$ cat config.mk
export PLATFORM = sky130hd
export DESIGN_NAME = pnca_dist_unit
export DESIGN_NICKNAME = d
export VERILOG_FILES = /design/src/hdl/pnca_pkg.sv /design/src/hdl/pnca_dist_unit.sv
export SDC_FILE = /design/constraint.sdc
export NUM_CORES = 2
export LEC_CHECK = 0
export ABC_CLOCK_PERIOD_IN_PS = 6200
export BUFFER_PORTS_ARGS = -buffer_cell sky130_fd_sc_hd__clkbuf_2
export CORE_MARGIN = 2
export CORE_UTILIZATION = 43
export CTS_CLUSTER_DIAMETER = 200
export CTS_CLUSTER_SIZE = 30
export DETAILED_ROUTE_END_ITERATION = 8
export PLACE_DENSITY_LB_ADDON = 0.08
export SYNTH_ARGS = -nofsm -noshare
export SYNTH_HDL_FRONTEND = slang
export SYNTH_SLANG_ARGS = --single-unit
$ cat constraint.sdc
create_clock -name clock -period 6.2 [get_ports clock]
set_input_delay 0 -clock clock [delete_from_list [all_inputs] [get_ports clock]]
set_output_delay 0 -clock clock [all_outputs]
set_load 0.03 [all_outputs]
$ cat src/hdl/pnca_pkg.sv
// Shared types and constants for the palette nearest color allocator.
// No dependencies; every other file of the block imports this package.
`default_nettype none

package pnca_pkg;

   localparam int COMMAND_W   = 2;
   localparam int CHAN_IN_W   = 10;
   localparam int CHAN_W      = 8;
   localparam int WEIGHT_W    = 10;
   localparam int WF_W        = 16;
   localparam int SQ_W        = 16;
   localparam int TERM_W      = 32;
   localparam int DIST_W      = 33;
   localparam int INDEX_W     = 8;
   localparam int FREE_W      = 9;
   localparam int CSR_INDEX_W = 2;

   localparam logic [COMMAND_W-1:0] CMD_FIND     = 2'd0;
   localparam logic [COMMAND_W-1:0] CMD_ALLOC    = 2'd1;
   localparam logic [COMMAND_W-1:0] CMD_FREE_ALL = 2'd2;

   localparam logic [CSR_INDEX_W-1:0] CSR_RED_WEIGHT   = 2'd0;
   localparam logic [CSR_INDEX_W-1:0] CSR_GREEN_WEIGHT = 2'd1;
   localparam logic [CSR_INDEX_W-1:0] CSR_BLUE_WEIGHT  = 2'd2;

   localparam logic [WEIGHT_W-1:0] RED_WEIGHT_RESET   = 10'd299;
   localparam logic [WEIGHT_W-1:0] GREEN_WEIGHT_RESET = 10'd587;
   localparam logic [WEIGHT_W-1:0] BLUE_WEIGHT_RESET  = 10'd114;

   localparam logic [DIST_W-1:0] DIST_NONE = '1;

   typedef struct packed {
      logic [CHAN_W-1:0] r;
      logic [CHAN_W-1:0] g;
      logic [CHAN_W-1:0] b;
   } rgb_type;

   typedef struct packed {
      logic [WEIGHT_W-1:0] r;
      logic [WEIGHT_W-1:0] g;
      logic [WEIGHT_W-1:0] b;
   } weights_type;

   typedef struct packed {
      logic [WF_W-1:0] r;
      logic [WF_W-1:0] g;
      logic [WF_W-1:0] b;
   } wf_type;

   typedef struct packed {
      logic    used;
      rgb_type color;
   } pal_entry_type;

   typedef struct packed {
      logic valid;
      logic used;
   } dist_tag_type;

   typedef struct packed {
      logic [INDEX_W-1:0] index;
      logic               no_entry;
      logic               newly_allocated;
      logic [DIST_W-1:0]  best_distance;
      logic [FREE_W-1:0]  free_count;
   } rsp_beat_type;

endpackage

`default_nettype wire

$ cat src/hdl/pnca_dist_unit.sv
// Pipelined weighted distance unit, one palette entry per cycle.
// Stages: abs diff, square, times weight*factor, three-term sum. Uses pnca_pkg.
`default_nettype none

module pnca_dist_unit #(
   parameter int ADDR_W = 8
) (
   input  logic                    clock,
   input  logic                    reset,
   input  logic                    in_valid,
   input  logic [ADDR_W-1:0]       in_addr,
   input  pnca_pkg::pal_entry_type in_entry,
   input  pnca_pkg::rgb_type       target,
   input  pnca_pkg::wf_type        wf,
   output pnca_pkg::dist_tag_type  out_tag,
   output logic [ADDR_W-1:0]       out_addr,
   output logic [pnca_pkg::DIST_W-1:0] out_dist
);
   import pnca_pkg::*;

   logic [2:0][CHAN_W-1:0] tgt;
   logic [2:0][CHAN_W-1:0] src;
   logic [2:0][WF_W-1:0]   wfc;

   dist_tag_type tag1_ff, tag1_in, tag2_ff, tag3_ff, tag4_ff;
   logic [ADDR_W-1:0] addr1_ff, addr2_ff, addr3_ff, addr4_ff;
   logic [2:0][CHAN_W-1:0] diff_ff, diff_in;
   logic [2:0][SQ_W-1:0]   sq_ff, sq_in;
   logic [2:0][TERM_W-1:0] term_ff, term_in;
   logic [DIST_W-1:0]      dist_ff, dist_in;

   assign tgt = target;
   assign src = in_entry.color;
   assign wfc = wf;

   always_comb begin
      tag1_in.valid = in_valid;
      tag1_in.used  = in_entry.used;
      for (int c = 0; c < 3; c++) begin
         diff_in[c] = (src[c] >= tgt[c]) ? src[c] - tgt[c] : tgt[c] - src[c];
         sq_in[c]   = {{(SQ_W-CHAN_W){1'b0}}, diff_ff[c]} * {{(SQ_W-CHAN_W){1'b0}}, diff_ff[c]};
         term_in[c] = {{(TERM_W-SQ_W){1'b0}}, sq_ff[c]} * {{(TERM_W-WF_W){1'b0}}, wfc[c]};
      end
      dist_in = {1'b0, term_ff[0]} + {1'b0, term_ff[1]} + {1'b0, term_ff[2]};
   end

   always_ff @(posedge clock) begin
      if (reset) begin
         tag1_ff <= '0;
         tag2_ff <= '0;
         tag3_ff <= '0;
         tag4_ff <= '0;
      end else begin
         tag1_ff <= tag1_in;
         tag2_ff <= tag1_ff;
         tag3_ff <= tag2_ff;
         tag4_ff <= tag3_ff;
      end
      addr1_ff <= in_addr;
      addr2_ff <= addr1_ff;
      addr3_ff <= addr2_ff;
      addr4_ff <= addr3_ff;
      diff_ff  <= diff_in;
      sq_ff    <= sq_in;
      term_ff  <= term_in;
      dist_ff  <= dist_in;
   end

   assign out_tag  = tag4_ff;
   assign out_addr = addr4_ff;
   assign out_dist = dist_ff;

endmodule

`default_nettype wire

==> metrics.csv <==
stage;metric;value;unit
place;io_buffers;150;
grt;track_usage;20.0;%
timing;timing.final.crit_share;96.2;%
outcome;status;complete, no violations;
cts;clk_pin_slew_worst_paths;0.12;ns
floorplan;fp-row-count;109;
cts;clockBufferDepth;3;
timing;finalSetupViolations;0;
worst_setup_path;path_class;reg2reg;
cts;cts_num_sinks;238;
detailed_routing;drt_iter0_drc;861;
timing;grt_setup_unrepaired;yes;
place;preCtsSetupSlack;0.0352;ns
detailed_routing;wire_per_inst;15.6;um
logic_synthesis;netlist_instances;4083;
place;place_inst;5399;
worst_setup_path;required;6.66;ns
cts;cts_buffers;12;
timing;period_minus_slack;5.96;ns
timing;fmax;168;MHz
cells_and_area;post-route-util;47.5;%
logic_synthesis;synth-seq-cells;238;
worst_setup_path;critPathLaunchType;flip-flop;
worst_setup_path;cp-end-kind;flip-flop;
place;dp_hpwl;73800;um
cts;cts_tree;built;
logic_synthesis;synth_top_area_share;35.5;%
detailed_routing;drt.antenna.violating_nets;0;
worst_setup_path;arrival;6.43;ns
logic_synthesis;synth_top_area_cell;fa_1;
cells_and_area;final_layout_size_suffix_gt1_share;7.40;%
cts;htreeDepth;1;
timing;drv_slew;0;
logic_synthesis;async_reset_ff_share;0;%
grt;grt_antenna_before_repair;1;
floorplan;die_x;302;um
timing;slew_headroom;63.2;%
cells_and_area;final_cells;5488;
grt;grt_overflow;0;
floorplan;pin_count;151;
detailed_routing;firstDrtPassIters;5;
detailed_routing;wl;85400;um
logic_synthesis;ys.flop_type;dfxtp_1;
cts;cts-root-buf;clkbuf_16;
logic_synthesis;seq_area_frac_synth;12.5;%
worst_setup_path;crit_fanout;13;
place;gp_congestion;0.825;
logic_synthesis;synth_area;38100;sq um
hold_path;hp-class;in2reg;
detailed_routing;drc;0;
logic_synthesis;synth_area_leaders;fa_1 (35%), ha_1 (16%), dfxtp_1 (13%);
floorplan;start_util;43.2;%
grt;grt_pass1_vias;28700;
logic_synthesis;synth.avg_cell_area;9.33;sq um
logic_synthesis;yosys_warnings;0;
timing;skew;0.0264;ns
floorplan;core_area;88100;sq um
logic_synthesis;synth-edff-count;0;
timing;worst_slew_pin_slew;0.548;ns
cells_and_area;area_growth;9.85;%
floorplan;fp.dieH;302;um
cells_and_area;final_cell_mix;inv_1 (864), fa_1 (674), ha_1 (483);
logic_synthesis;netlist-cell-type-count;76;
cells_and_area;n_fill_cell;8698;
timing;final_hold_viol_count;0;
cells_and_area;finalNetCount;5589;
timing;worst_slack;0.235;ns
floorplan;dieArea;91000;sq um
detailed_routing;vias;26700;
grt;grt_pass1_wl;147000;um
grt;grt_max_degree;31;
cells_and_area;layout_commonest_cell;inv_1;
flow_run;drv_cap;0;
cts;clk_latency;0.53;ns
detailed_routing;viasPerCell;4.86;
==> critical path, stage by stage (launching register included) <==
cell,delay (ns)
dfxtp_1,0.32
buf_6,0.15
and2_1,0.18
fa_1,0.53
inv_1,0.05
fa_1,0.49
fa_1,0.45
fa_1,0.55
inv_1,0.06
fa_1,0.49
inv_1,0.06
fa_1,0.54
inv_1,0.08
ha_4,0.28
nand2_1,0.04
o21ai_0,0.28
o311a_4,0.25
nand2_1,0.08
a31o_4,0.25
or3_1,0.38
a32oi_1,0.24
xor2_1,0.17
==> layout make-up <==
class	count	area, sq um	area share [%]
Multi-Input combinational cell	2892	29800	71.3
Tap cell	1165	1460	3.48
Sequential cell	238	4800	11.5
Timing Repair Buffer	311	2150	5.13
Clock buffer	13	325	0.777
Antenna cell	1	2.50	0.00598
Clock inverter	4	37.5	0.0897
Inverter	864	3240	7.75
==> path summary, 6_finish.rpt <==
kind | from | to | slack, ns | cells past startpoint
max | sq_ff[7]$_DFF_P_ | term_ff[30]$_DFF_P_ | 0.24 | 21
min | wf[17] | term_ff[33]$_DFF_P_ | 0.05 | 2
max reg2reg | sq_ff[7]$_DFF_P_ | term_ff[30]$_DFF_P_ | 0.24 | 21
min reg2reg | addr1_ff[7]$_DFF_P_ | addr2_ff[7]$_DFF_P_ | 0.34 | 0
==> cells by family (layout without fill, tap and decap cells) <==
family,count (synthesis),in the layout,synth area share (%)
DFF,238,238,12.5
xor gates and xnor gates,178,178,4.09
and+or+nand+nor,1091,1091,14.4
AOI/OAI and AO/OA,410,410,7.18
other,2,28,0.0197
buffers and inverters,978,1192,9.68
adders and majority gates,1162,1162,51.5
muxes,24,24,0.640
==> flip-flops by register name, indices dropped and copies added, names as in the netlist <==
| register | count |
|---|---|
| term_ff | 96 |
| tag1_ff | 2 |
| out_addr | 8 |
| addr1_ff | 8 |
| addr3_ff | 8 |
| out_dist | 33 |
| sq_ff | 45 |
| out_tag | 2 |
| diff_ff | 24 |
| tag3_ff | 2 |
| addr2_ff | 8 |
| tag2_ff | 2 |
==> through the flow <==
step	setup TNS (ns)	hold WS, ns	cell area (sq um)
final	0	0.0451	41800
after global routing	-0.0623	0.0357	41800
after CTS	0	0.0220	41700
after detailed placement	0	0.105	40600
after global placement	0	0.103	40600
after floorplan	0	0.0277	38200
==> synthesized netlist by cell type (4+ instances only) <==
| cell type | count |
|---|---|
| and2_1 | 411 |
| dfxtp_1 | 238 |
| nand2b_1 | 27 |
| clkbuf_1 | 109 |
| a211oi_1 | 9 |
| mux2i_1 | 21 |
| o21a_1 | 27 |
| o211ai_1 | 8 |
| nor4_1 | 5 |
| nand2_1 | 438 |
| a21oi_1 | 117 |
| nor2b_1 | 37 |
| nor3_1 | 26 |
| nor2_1 | 83 |
| inv_1 | 864 |
| a31oi_1 | 11 |
| fa_1 | 675 |
| nand4_1 | 14 |
| ha_1 | 487 |
| o21ai_1 | 7 |
| a21o_1 | 79 |
| o31ai_1 | 8 |
| nand3_1 | 18 |
| xnor2_1 | 117 |
| or3_1 | 4 |
| a311oi_1 | 4 |
| xor2_1 | 61 |
| o21ai_0 | 63 |
| and3_1 | 14 |
| o21bai_1 | 21 |
| a221oi_1 | 7 |
| or2_2 | 5 |
==> layer usage <==
layer	wire length, um	track usage [%]
met3	2180	1.54
met4	1170	2.96
met2	41500	34.9
met5	0	0
met1	40500	27.6
==> timing repair <==
action | 4_1_cts | 5_1_grt
setup endpoints to repair | 0 | 17
hold buffers | 69 | 0
endpoints found under the hold margin | 43 | 0
buffers inserted | 0 | 2
gates resized for setup | 0 | 45
Power is left out: the tool's default activity adds up to more than one toggle a clock period on the data nets, which glitch-free logic cannot reach.
