### config.mk
export PLATFORM = sky130hd
export DESIGN_NAME = pnca_sequencer_flat
export DESIGN_NICKNAME = d
export VERILOG_FILES = /design/src/hdl/pnca_pkg.sv /design/src/hdl/pnca_req_if.sv /design/src/hdl/pnca_rsp_if.sv /design/src/hdl/pnca_sequencer.sv /design/src/flat_wrapper.sv
export SDC_FILE = /design/constraint.sdc
export NUM_CORES = 1
export LEC_CHECK = 0
export BUFFER_PORTS_ARGS = -buffer_cell sky130_fd_sc_hd__buf_4
export CORE_ASPECT_RATIO = 0.75
export CORE_MARGIN = 3
export CORE_UTILIZATION = 45
export CTS_CLUSTER_DIAMETER = 60
export DETAILED_ROUTE_END_ITERATION = 8
export PLACE_DENSITY = 0.68
export SLEW_MARGIN = 0
export SYNTH_ARGS = -nofsm -noshare
export SYNTH_HDL_FRONTEND = slang
export SYNTH_SLANG_ARGS = --single-unit
### constraint.sdc
create_clock -name clock -period 11.05 [get_ports clock]
set_clock_uncertainty 0.05 [all_clocks]
set_input_delay 0.5525 -clock clock [delete_from_list [all_inputs] [get_ports clock]]
set_output_delay 0.5525 -clock clock [all_outputs]
set_load 0.01 [all_outputs]
### src/hdl/pnca_pkg.sv
// Shared types and constants for the palette nearest color allocator.
// No dependencies; every other file of the block imports this package.
`default_nettype none

package pnca_pkg;

   localparam int COMMAND_W   = 2;
   localparam int CHAN_IN_W   = 10;
   localparam int CHAN_W      = 8;
   localparam int WEIGHT_W    = 10;
   localparam int WF_W        = 16;
   localparam int SQ_W        = 16;
   localparam int TERM_W      = 32;
   localparam int DIST_W      = 33;
   localparam int INDEX_W     = 8;
   localparam int FREE_W      = 9;
   localparam int CSR_INDEX_W = 2;

   localparam logic [COMMAND_W-1:0] CMD_FIND     = 2'd0;
   localparam logic [COMMAND_W-1:0] CMD_ALLOC    = 2'd1;
   localparam logic [COMMAND_W-1:0] CMD_FREE_ALL = 2'd2;

   localparam logic [CSR_INDEX_W-1:0] CSR_RED_WEIGHT   = 2'd0;
   localparam logic [CSR_INDEX_W-1:0] CSR_GREEN_WEIGHT = 2'd1;
   localparam logic [CSR_INDEX_W-1:0] CSR_BLUE_WEIGHT  = 2'd2;

   localparam logic [WEIGHT_W-1:0] RED_WEIGHT_RESET   = 10'd299;
   localparam logic [WEIGHT_W-1:0] GREEN_WEIGHT_RESET = 10'd587;
   localparam logic [WEIGHT_W-1:0] BLUE_WEIGHT_RESET  = 10'd114;

   localparam logic [DIST_W-1:0] DIST_NONE = '1;

   typedef struct packed {
      logic [CHAN_W-1:0] r;
      logic [CHAN_W-1:0] g;
      logic [CHAN_W-1:0] b;
   } rgb_type;

   typedef struct packed {
      logic [WEIGHT_W-1:0] r;
      logic [WEIGHT_W-1:0] g;
      logic [WEIGHT_W-1:0] b;
   } weights_type;

   typedef struct packed {
      logic [WF_W-1:0] r;
      logic [WF_W-1:0] g;
      logic [WF_W-1:0] b;
   } wf_type;

   typedef struct packed {
      logic    used;
      rgb_type color;
   } pal_entry_type;

   typedef struct packed {
      logic valid;
      logic used;
   } dist_tag_type;

   typedef struct packed {
      logic [INDEX_W-1:0] index;
      logic               no_entry;
      logic               newly_allocated;
      logic [DIST_W-1:0]  best_distance;
      logic [FREE_W-1:0]  free_count;
   } rsp_beat_type;

endpackage

`default_nettype wire

### src/hdl/pnca_req_if.sv
// Request channel of the palette allocator: valid/ready plus command beat.
// Depends on pnca_pkg for field widths.
`default_nettype none

interface pnca_req_if;
   import pnca_pkg::*;

   logic                        valid;
   logic                        ready;
   logic [COMMAND_W-1:0]        command;
   logic signed [CHAN_IN_W-1:0] red_in;
   logic signed [CHAN_IN_W-1:0] green_in;
   logic signed [CHAN_IN_W-1:0] blue_in;
   logic [DIST_W-1:0]           tolerance;

   modport source (output valid, command, red_in, green_in, blue_in, tolerance,
                   input ready);
   modport sink   (input valid, command, red_in, green_in, blue_in, tolerance,
                   output ready);
endinterface

`default_nettype wire

### src/hdl/pnca_rsp_if.sv
// Response channel of the palette allocator: valid/ready plus result beat.
// Depends on pnca_pkg for field widths.
`default_nettype none

interface pnca_rsp_if;
   import pnca_pkg::*;

   logic               valid;
   logic               ready;
   logic [INDEX_W-1:0] index;
   logic               no_entry;
   logic               newly_allocated;
   logic [DIST_W-1:0]  best_distance;
   logic [FREE_W-1:0]  free_count;

   modport source (output valid, index, no_entry, newly_allocated, best_distance,
                   free_count, input ready);
   modport sink   (input valid, index, no_entry, newly_allocated, best_distance,
                   free_count, output ready);
endinterface

`default_nettype wire

### src/hdl/pnca_sequencer.sv
// Sequencer: clearing pass, scan addressing, best/free tracking, allocation
// and the result register. Drives pnca_palette_mem and pnca_dist_unit; uses pnca_pkg.
`default_nettype none

module pnca_sequencer #(
   parameter int ENTRIES = 256,
   parameter int ADDR_W  = 8,
   parameter int CNT_W   = 8
) (
   input  logic                     clock,
   input  logic                     reset,
   pnca_req_if.sink                 req_chan,
   pnca_rsp_if.source               rsp_chan,
   input  pnca_pkg::weights_type    weights,
   output logic                     mem_we,
   output logic [ADDR_W-1:0]        mem_waddr,
   output pnca_pkg::pal_entry_type  mem_wdata,
   output logic [ADDR_W-1:0]        mem_raddr,
   output logic                     issue_valid,
   output logic [ADDR_W-1:0]        issue_addr,
   output pnca_pkg::rgb_type        target,
   output pnca_pkg::wf_type         wf,
   input  pnca_pkg::dist_tag_type   dist_tag,
   input  logic [ADDR_W-1:0]        dist_addr,
   input  logic [pnca_pkg::DIST_W-1:0] dist_value
);
   import pnca_pkg::*;

   localparam int PIPE_DEPTH = 5;
   localparam int DRAIN_W    = $clog2(PIPE_DEPTH);
   localparam int IDX_EXT_W  = (ADDR_W > INDEX_W) ? ADDR_W : INDEX_W;
   localparam int CNT_EXT_W  = (CNT_W > FREE_W) ? CNT_W : FREE_W;
   localparam logic [ADDR_W-1:0] LAST_ADDR = ADDR_W'(ENTRIES - 1);
   localparam logic [CNT_W-1:0]  FREE_RESET = CNT_W'(ENTRIES - 2);

   typedef enum logic [2:0] {
      ST_CLEAR, ST_IDLE, ST_SETUP, ST_SCAN, ST_DRAIN, ST_FINISH
   } state_type;

   state_type           state_ff, state_in;
   logic [ADDR_W-1:0]   addr_ff, addr_in;
   logic                clear_reply_ff, clear_reply_in;
   logic [COMMAND_W-1:0] cmd_ff, cmd_in;
   rgb_type             target_ff, target_in;
   logic [DIST_W-1:0]   tol_ff, tol_in;
   wf_type              wf_ff, wf_in;
   logic                issue_valid_ff, issue_valid_in;
   logic [ADDR_W-1:0]   issue_addr_ff, issue_addr_in;
   logic [DIST_W-1:0]   best_ff, best_in;
   logic [ADDR_W-1:0]   best_idx_ff, best_idx_in;
   logic                found_ff, found_in;
   logic                stop_ff, stop_in;
   logic                free_found_ff, free_found_in;
   logic [ADDR_W-1:0]   free_idx_ff, free_idx_in;
   logic [DRAIN_W-1:0]  drain_ff, drain_in;
   logic [CNT_W-1:0]    unused_ff, unused_in;
   logic                rsp_valid_ff, rsp_valid_in;
   rsp_beat_type        rsp_ff, rsp_in;

   logic                take, better, exact, need_alloc, claim;
   logic [ADDR_W-1:0]   chosen;
   logic [IDX_EXT_W-1:0] chosen_ext;
   logic [CNT_EXT_W-1:0] count_ext;
   logic [CHAN_W-1:0]   max_chan;

   function automatic logic [CHAN_W-1:0] clamp_chan(input logic signed [CHAN_IN_W-1:0] v);
      logic [CHAN_W-1:0] res;
      if (v[CHAN_IN_W-1]) begin
         res = '0;
      end else if (|v[CHAN_IN_W-2:CHAN_W]) begin
         res = '1;
      end else begin
         res = v[CHAN_W-1:0];
      end
      return res;
   endfunction

   function automatic logic [WF_W-1:0] chan_wf(input logic [WEIGHT_W-1:0] w,
                                               input logic [CHAN_W-1:0] m,
                                               input logic [CHAN_W-1:0] t);
      logic [CHAN_W-1:0] gap;
      logic [5:0]        f;
      gap = m - t;
      f   = 6'd32 - {1'b0, gap[CHAN_W-1:3]};
      return {{(WF_W-WEIGHT_W){1'b0}}, w} * {{(WF_W-6){1'b0}}, f};
   endfunction

   always_comb begin
      state_in       = state_ff;
      addr_in        = addr_ff;
      clear_reply_in = clear_reply_ff;
      cmd_in         = cmd_ff;
      target_in      = target_ff;
      tol_in         = tol_ff;
      wf_in          = wf_ff;
      issue_valid_in = 1'b0;
      issue_addr_in  = addr_ff;
      best_in        = best_ff;
      best_idx_in    = best_idx_ff;
      found_in       = found_ff;
      stop_in        = stop_ff;
      free_found_in  = free_found_ff;
      free_idx_in    = free_idx_ff;
      drain_in       = drain_ff;
      unused_in      = unused_ff;
      rsp_valid_in   = rsp_valid_ff && !rsp_chan.ready;
      rsp_in         = rsp_ff;
      mem_we         = 1'b0;
      mem_waddr      = addr_ff;
      mem_wdata      = '0;
      need_alloc     = 1'b0;
      claim          = 1'b0;
      chosen         = best_idx_ff;
      chosen_ext     = '0;
      count_ext      = '0;

      max_chan = (target_ff.r > target_ff.g) ? target_ff.r : target_ff.g;
      if (target_ff.b > max_chan) begin
         max_chan = target_ff.b;
      end

      take   = dist_tag.valid && !stop_ff && (state_ff == ST_SCAN || state_ff == ST_DRAIN);
      better = take && dist_tag.used && (dist_value < best_ff);
      exact  = better && (dist_value == '0);
      if (better) begin
         best_in     = dist_value;
         best_idx_in = dist_addr;
         found_in    = 1'b1;
         stop_in     = exact;
      end
      if (take && !dist_tag.used && !free_found_ff) begin
         free_found_in = 1'b1;
         free_idx_in   = dist_addr;
      end

      case (state_ff)
         ST_CLEAR: begin
            mem_we               = 1'b1;
            mem_wdata.used       = (addr_ff == '0) || (addr_ff == LAST_ADDR);
            mem_wdata.color      = (addr_ff == LAST_ADDR) ? '1 : '0;
            addr_in              = addr_ff + 1'b1;
            if (addr_ff == LAST_ADDR) begin
               addr_in  = '0;
               state_in = clear_reply_ff ? ST_FINISH : ST_IDLE;
            end
         end
         ST_IDLE: begin
            if (req_chan.valid) begin
               cmd_in      = req_chan.command;
               target_in.r = clamp_chan(req_chan.red_in);
               target_in.g = clamp_chan(req_chan.green_in);
               target_in.b = clamp_chan(req_chan.blue_in);
               tol_in      = req_chan.tolerance;
               if (req_chan.command == CMD_FREE_ALL) begin
                  state_in       = ST_CLEAR;
                  clear_reply_in = 1'b1;
                  addr_in        = '0;
                  unused_in      = FREE_RESET;
               end else begin
                  state_in = ST_SETUP;
               end
            end
         end
         ST_SETUP: begin
            wf_in.r       = chan_wf(weights.r, max_chan, target_ff.r);
            wf_in.g       = chan_wf(weights.g, max_chan, target_ff.g);
            wf_in.b       = chan_wf(weights.b, max_chan, target_ff.b);
            best_in       = DIST_NONE;
            best_idx_in   = '0;
            found_in      = 1'b0;
            stop_in       = 1'b0;
            free_found_in = 1'b0;
            free_idx_in   = '0;
            addr_in       = ADDR_W'(1);
            state_in      = ST_SCAN;
         end
         ST_SCAN: begin
            issue_valid_in = 1'b1;
            issue_addr_in  = addr_ff;
            addr_in        = addr_ff + 1'b1;
            if (addr_ff == LAST_ADDR || exact) begin
               addr_in  = '0;
               drain_in = DRAIN_W'(PIPE_DEPTH - 1);
               state_in = ST_DRAIN;
            end
         end
         ST_DRAIN: begin
            if (drain_ff == '0) begin
               state_in = ST_FINISH;
            end else begin
               drain_in = drain_ff - 1'b1;
            end
         end
         ST_FINISH: begin
            if (!rsp_valid_ff || rsp_chan.ready) begin
               rsp_valid_in   = 1'b1;
               clear_reply_in = 1'b0;
               state_in       = ST_IDLE;
               if (cmd_ff == CMD_FREE_ALL) begin
                  count_ext         = CNT_EXT_W'(unused_ff);
                  rsp_in            = '0;
                  rsp_in.free_count = count_ext[FREE_W-1:0];
               end else begin
                  need_alloc = (cmd_ff == CMD_ALLOC) && (!found_ff || best_ff > tol_ff);
                  claim      = need_alloc && free_found_ff;
                  if (claim) begin
                     mem_we          = 1'b1;
                     mem_waddr       = free_idx_ff;
                     mem_wdata.used  = 1'b1;
                     mem_wdata.color = target_ff;
                     chosen          = free_idx_ff;
                     if (unused_ff != '0) begin
                        unused_in = unused_ff - 1'b1;
                     end
                  end
                  chosen_ext             = IDX_EXT_W'(chosen);
                  count_ext              = CNT_EXT_W'(unused_in);
                  rsp_in.index           = (found_ff || claim) ? chosen_ext[INDEX_W-1:0] : '0;
                  rsp_in.no_entry        = !(found_ff || claim);
                  rsp_in.newly_allocated = claim;
                  rsp_in.best_distance   = best_ff;
                  rsp_in.free_count      = count_ext[FREE_W-1:0];
               end
            end
         end
         default: begin
            state_in = ST_IDLE;
         end
      endcase
   end

   always_ff @(posedge clock) begin
      if (reset) begin
         state_ff       <= ST_CLEAR;
         addr_ff        <= '0;
         clear_reply_ff <= 1'b0;
         issue_valid_ff <= 1'b0;
         stop_ff        <= 1'b0;
         drain_ff       <= '0;
         unused_ff      <= FREE_RESET;
         rsp_valid_ff   <= 1'b0;
      end else begin
         state_ff       <= state_in;
         addr_ff        <= addr_in;
         clear_reply_ff <= clear_reply_in;
         issue_valid_ff <= issue_valid_in;
         stop_ff        <= stop_in;
         drain_ff       <= drain_in;
         unused_ff      <= unused_in;
         rsp_valid_ff   <= rsp_valid_in;
      end
      cmd_ff        <= cmd_in;
      target_ff     <= target_in;
      tol_ff        <= tol_in;
      wf_ff         <= wf_in;
      issue_addr_ff <= issue_addr_in;
      best_ff       <= best_in;
      best_idx_ff   <= best_idx_in;
      found_ff      <= found_in;
      free_found_ff <= free_found_in;
      free_idx_ff   <= free_idx_in;
      rsp_ff        <= rsp_in;
   end

   assign mem_raddr      = addr_ff;
   assign issue_valid    = issue_valid_ff;
   assign issue_addr     = issue_addr_ff;
   assign target         = target_ff;
   assign wf             = wf_ff;

   assign req_chan.ready          = (state_ff == ST_IDLE);
   assign rsp_chan.valid          = rsp_valid_ff;
   assign rsp_chan.index          = rsp_ff.index;
   assign rsp_chan.no_entry       = rsp_ff.no_entry;
   assign rsp_chan.newly_allocated = rsp_ff.newly_allocated;
   assign rsp_chan.best_distance  = rsp_ff.best_distance;
   assign rsp_chan.free_count     = rsp_ff.free_count;

endmodule

`default_nettype wire

### src/flat_wrapper.sv
// flat-port wrapper written by rule: the top's interface ports become plain ports
module pnca_sequencer_flat import pnca_pkg::*;
#(
   parameter int ENTRIES = 256,
   parameter int ADDR_W  = 8,
   parameter int CNT_W   = 8
)
  (clock, reset, weights, mem_we, mem_waddr, mem_wdata, mem_raddr, issue_valid, issue_addr, target, wf, dist_tag, dist_addr, dist_value, req_chan_valid, req_chan_command, req_chan_red_in, req_chan_green_in, req_chan_blue_in, req_chan_tolerance, req_chan_ready, rsp_chan_valid, rsp_chan_index, rsp_chan_no_entry, rsp_chan_newly_allocated, rsp_chan_best_distance, rsp_chan_free_count, rsp_chan_ready);
  pnca_req_if req_chan_i ();
  pnca_rsp_if rsp_chan_i ();
  input  logic clock;
  input  logic reset;
  input  pnca_pkg::weights_type weights;
  output logic mem_we;
  output logic [ADDR_W-1:0] mem_waddr;
  output pnca_pkg::pal_entry_type mem_wdata;
  output logic [ADDR_W-1:0] mem_raddr;
  output logic issue_valid;
  output logic [ADDR_W-1:0] issue_addr;
  output pnca_pkg::rgb_type target;
  output pnca_pkg::wf_type wf;
  input  pnca_pkg::dist_tag_type dist_tag;
  input  logic [ADDR_W-1:0] dist_addr;
  input  logic [pnca_pkg::DIST_W-1:0] dist_value;
  input wire logic [$bits(req_chan_i.valid)-1:0] req_chan_valid;
  input wire logic [$bits(req_chan_i.command)-1:0] req_chan_command;
  input wire logic [$bits(req_chan_i.red_in)-1:0] req_chan_red_in;
  input wire logic [$bits(req_chan_i.green_in)-1:0] req_chan_green_in;
  input wire logic [$bits(req_chan_i.blue_in)-1:0] req_chan_blue_in;
  input wire logic [$bits(req_chan_i.tolerance)-1:0] req_chan_tolerance;
  output wire logic [$bits(req_chan_i.ready)-1:0] req_chan_ready;
  output wire logic [$bits(rsp_chan_i.valid)-1:0] rsp_chan_valid;
  output wire logic [$bits(rsp_chan_i.index)-1:0] rsp_chan_index;
  output wire logic [$bits(rsp_chan_i.no_entry)-1:0] rsp_chan_no_entry;
  output wire logic [$bits(rsp_chan_i.newly_allocated)-1:0] rsp_chan_newly_allocated;
  output wire logic [$bits(rsp_chan_i.best_distance)-1:0] rsp_chan_best_distance;
  output wire logic [$bits(rsp_chan_i.free_count)-1:0] rsp_chan_free_count;
  input wire logic [$bits(rsp_chan_i.ready)-1:0] rsp_chan_ready;
  assign req_chan_i.valid = req_chan_valid;
  assign req_chan_i.command = req_chan_command;
  assign req_chan_i.red_in = req_chan_red_in;
  assign req_chan_i.green_in = req_chan_green_in;
  assign req_chan_i.blue_in = req_chan_blue_in;
  assign req_chan_i.tolerance = req_chan_tolerance;
  assign req_chan_ready = req_chan_i.ready;
  assign rsp_chan_valid = rsp_chan_i.valid;
  assign rsp_chan_index = rsp_chan_i.index;
  assign rsp_chan_no_entry = rsp_chan_i.no_entry;
  assign rsp_chan_newly_allocated = rsp_chan_i.newly_allocated;
  assign rsp_chan_best_distance = rsp_chan_i.best_distance;
  assign rsp_chan_free_count = rsp_chan_i.free_count;
  assign rsp_chan_i.ready = rsp_chan_ready;
  pnca_sequencer #(.ENTRIES(ENTRIES), .ADDR_W(ADDR_W), .CNT_W(CNT_W)) u_core (.clock(clock), .reset(reset), .req_chan(req_chan_i), .rsp_chan(rsp_chan_i), .weights(weights), .mem_we(mem_we), .mem_waddr(mem_waddr), .mem_wdata(mem_wdata), .mem_raddr(mem_raddr), .issue_valid(issue_valid), .issue_addr(issue_addr), .target(target), .wf(wf), .dist_tag(dist_tag), .dist_addr(dist_addr), .dist_value(dist_value));
endmodule
==> results by stage <==
Layout:
- The final-layout fill cell count is 3535.
- The antenna diode instance count is 0.
- Compared with the post-synthesis result, the final layout area differs by 21.8%.
- The multi-input gate area in the final layout is 10600 µm².
- Of the cells placed in the final design, the portion with a size suffix greater than 1 is 0.196.
- The final net count is 2603.
- Summing all flip-flop and latch instances after layout gives 6450 µm².

Yosys:
- For this run, the leading register cell type out of synthesis is sky130_fd_sc_hd__edfxtp_1.
- The xor and xnor fraction of the mapped netlist area is 0.0280.
- Ranked by total cell area, the synthesized netlist is headed by sky130_fd_sc_hd__edfxtp_1 (26%), sky130_fd_sc_hd__ha_1 (12%), sky130_fd_sc_hd__fa_1 (11%).
- The net count after synthesis is 2300.
- The share of synthesized area in the top cell type comes to 0.261.
- The post-synthesis cell count is 1879.
- The cell type with the largest total area after synthesis is sky130_fd_sc_hd__edfxtp_1.
- The complex-gate fraction of the synthesized area is 0.120.
- Of the synthesized area, sequential elements account for 0.354.
- The register bit total from synthesis is 243.
- In this run, synthesis inferred 158 flip-flops with an integrated enable.
- After synthesis, the share of cell area in mux cells is 0.0234.
- Counting distinct cell types in the post-synthesis netlist gives 87.
- The mapped netlist covers 18200 µm².
- Of all flip-flops after synthesis, the portion carrying an async set or reset was 0.
- The number of warnings printed during yosys synthesis is 0.
- Of the total synthesized cell area, the portion taken by AND, OR, NAND and NOR gates is 0.176.
- After synthesis, the mean cell area works out to 9.69 µm².
- Of the total synthesized cell area, the portion taken by full adders, half adders and majority gates is 0.233.
- The dominant combinational cell family by area after synthesis is adder cells.

Global routing:
- The initial antenna violation count is 0.
- The total congestion overflow after global routing is 0.
- The via count of the first global-routing pass is 14531.
- The overall global routing resource usage is 0.234.
- The first-pass GRT wire length is 80.6 mm.
- Entering global routing, the biggest net connects 68 pins.

Route:
- The routed wire length is 51.3 mm.
- The number of nets still failing antenna checks after routing is 0.
- The routed wire length per instance is 18.8 µm.
- The number of DRC markers after the initial detailed-route iteration is 1034.
- For this run, design rule violations remaining after detail routing come to 0.
- Across all layers, the routed design uses 14809 vias.
- Dividing the detail-routed via count by the number of cells gives 5.43.
- The pre-antenna-repair detailed-routing pass consisted of 5 iterations.

Power:
- The maximum vdd drop is 0.115 mV.
- The logic gate share of total power is 0.164.
- The power density normalized to cell area is 111 nW/µm².
- Internal power comes to 1.80 mW.
- The net switching power figure is 0.653 mW.
- The sequential share of power is 0.418.
- Of the total power, the share spent switching nets is 0.266.
- The analysis attributes to cell leakage a power of 10.2 nW.
- The total power is 2.45 mW.
- Of the total power, the clock network draws 0.419.

Clock network:
- In this run the deepest clock path goes through 3 buffers.
- The tree is rooted in a sky130_fd_sc_hd__clkbuf_16.
- TritonCTS built the clock tree.
- The number of clock sinks seen by CTS is 243.
- The number of buffers inserted during clock tree synthesis is 30.
- After clock tree synthesis, the flow added hold-fix buffers numbering 0.
- CTS built an H-tree with a depth of 1.
- Clock-pin slew was measured on the worst setup and hold paths at 0.06 ns.
- The clock insertion delay at the later pin of the skew report is 0.57 ns.

Critical path:
- In this run the worst path has a maximum fanout of 13.
- The kind of cell with the highest combined delay along the critical path is adder cells.
- The worst setup path is captured at a register.
- The worst setup path is launched from a register.
- The largest stage delay on the critical path is 0.59 ns.
- By startpoint and endpoint, the worst setup path is classified as reg -> reg.
- The required arrival time at the worst endpoint is 11.32 ns.
- The worst path arrival time is 10.42 ns.
- Among all stages on the critical path, the largest delay is contributed by sky130_fd_sc_hd__or4b_2.
- The number of buffers and inverters on the critical path is 4.

Min path:
- The kind of path behind the tightest hold check is in -> reg.

Timing:
- The final hold violation count was 0.
- The final setup violation count is 0.
- The post-route fraction of the period consumed by the critical path is 0.919.
- For the final routed database, the setup TNS stands at 0 ns.
- The worst hold slack is 0.109 ns.
- Setup repair after global routing left no endpoint under its margin.
- Measured against its own limit, the worst slew margin works out to 0.272.
- The minimum period implied by the final worst setup slack is 10.16 ns.
- The slew at the pin closest to its max-slew limit is 1.09 ns.
- The max-slew violation count is 0.
- Static timing analysis puts the maximum clock frequency at 0.0985 GHz.
- The worst path meets setup with 0.895 ns of slack.

Placed design:
- Buffers placed on the I/O ports in this run total 317.
- The routability-driven placement congestion ratio is 0.944.
- Timing analysis after detailed placement gives a worst setup slack of 0.362 ns.
- The half-perimeter wire length after detailed placement is 40.0 mm.

Floorplanning:
- The height of the die is 180 µm.
- The placeable core region is 39700 µm².
- For this configuration, the core starts out at a cell density of 0.458.
- The die area is 42900 µm².
- The die outline width is 238 µm.
- During I/O placement, the number of pins put on the boundary was 319.
- The floorplan has 63 rows.

Run status:
- The flow ran to the end, and the final reports show no timing, DRC or antenna violations.

Flow run:
- The number of violations of the max-capacitance limit is 0.
-- worst paths after layout --
check	slack [ns]	startpoint	to	depth (start not counted)
worst max-delay path	0.89	u_core.target[15]	u_core.wf[47]	40
worst min register to register	0.41	u_core.mem_raddr[7]	u_core.issue_addr[7]	0
worst min-delay path	0.11	req_chan_tolerance[8]	u_core.tol_ff[8]	1
worst max register to register	0.89	u_core.target[15]	u_core.wf[47]	40
-- synth_stat cells, types with 16 or more instances --
| cell type | instances |
|---|---|
| sky130_fd_sc_hd__a21o_1 | 30 |
| sky130_fd_sc_hd__a21oi_1 | 73 |
| sky130_fd_sc_hd__and2_1 | 129 |
| sky130_fd_sc_hd__clkbuf_1 | 40 |
| sky130_fd_sc_hd__dfxtp_1 | 85 |
| sky130_fd_sc_hd__edfxtp_1 | 158 |
| sky130_fd_sc_hd__fa_1 | 99 |
| sky130_fd_sc_hd__ha_1 | 180 |
| sky130_fd_sc_hd__inv_1 | 258 |
| sky130_fd_sc_hd__mux2i_1 | 29 |
| sky130_fd_sc_hd__nand2_1 | 148 |
| sky130_fd_sc_hd__nand3_1 | 39 |
| sky130_fd_sc_hd__nand4_1 | 25 |
| sky130_fd_sc_hd__nor2_1 | 171 |
| sky130_fd_sc_hd__nor2b_1 | 18 |
| sky130_fd_sc_hd__nor3_1 | 23 |
| sky130_fd_sc_hd__o211ai_1 | 42 |
| sky130_fd_sc_hd__o21ai_0 | 29 |
| sky130_fd_sc_hd__o22ai_1 | 26 |
| sky130_fd_sc_hd__xnor2_1 | 35 |
| sky130_fd_sc_hd__xor2_1 | 16 |
-- state kept, by name, indices dropped and copies added, names as in the netlist, 2 cells and up --
signal / cells
u_core.tol_ff: 33
u_core.drain_ff: 3
u_core.free_idx_ff: 8
u_core.rsp_chan.free_count: 8
u_core.wf: 48
u_core.state_ff: 3
u_core.unused_ff: 8
u_core.target: 24
u_core.best_idx_ff: 8
u_core.issue_addr: 8
u_core.rsp_chan.index: 8
u_core.mem_raddr: 8
u_core.best_ff: 33
u_core.rsp_chan.best_distance: 33
u_core.cmd_ff: 2
-- kinds of logic (layout without fill, tap and decap cells) --
group | after synthesis | count (layout)
and+or+nand+nor | 636 | 636
buffers and inverters | 315 | 642
AOI/OAI and AO/OA | 310 | 310
adders and majority gates | 279 | 279
DFF | 243 | 243
xor gates and xnor gates | 54 | 54
muxes | 41 | 41
other | 1 | 1
-- placed cells by master (no fill, tap or decap), drive strengths merged, types with 26 or more instances in the layout --
cell    instances
buf           327
inv           264
ha            180
nor2          171
edfxtp        158
nand2         150
and2          129
fa             99
dfxtp          85
a21oi          73
o211ai         43
clkbuf         43
nand3          39
xnor2          36
o21ai          35
a21o           30
mux2i          29
o22ai          26
-- power groups by stage --
stage	Combinational (mW)	Clock, mW	Sequential (mW)
after floorplan	0.271	0	1.03
final	0.402	1.03	1.02
after global routing	0.462	1.09	1.03
after global placement	0.387	0	1.04
after CTS	0.405	1.05	1.02
after detailed placement	0.401	0	1.04
-- what timing repair did --
item | in CTS | in global routing
setup buffers | 0 | 0
gates resized for setup | 0 | 6
endpoints found under the setup margin | 0 | 11
-- layout make-up --
class / instances / share of cell area
tap: 520 / 0.0293
clock buffer: 43 / 0.0417
clock inverter: 13 / 0.00547
inverter: 259 / 0.0439
timing repair buffer: 327 / 0.111
multi-input combinational: 1321 / 0.478
sequential: 243 / 0.291
-- per-layer routing --
| metal | global-route usage | part of all wire |
|---|---|---|
| met1 | 0.340 | 0.46 |
| met5 | 0 | 0 |
| met3 | 0.0353 | 0.056 |
| met2 | 0.360 | 0.44 |
| met4 | 0.0771 | 0.036 |
-- metrics by stage --
step	std cells	utilization	cell area, µm²
floorplan	1879	-	18200
global placement	2670	0.531	21100
detailed placement	2670	0.531	21100
CTS	2726	0.557	22100
global route	2726	0.558	22200
finish	2726	0.558	22200
No activity file was read; power rests on OpenSTA's default activity.
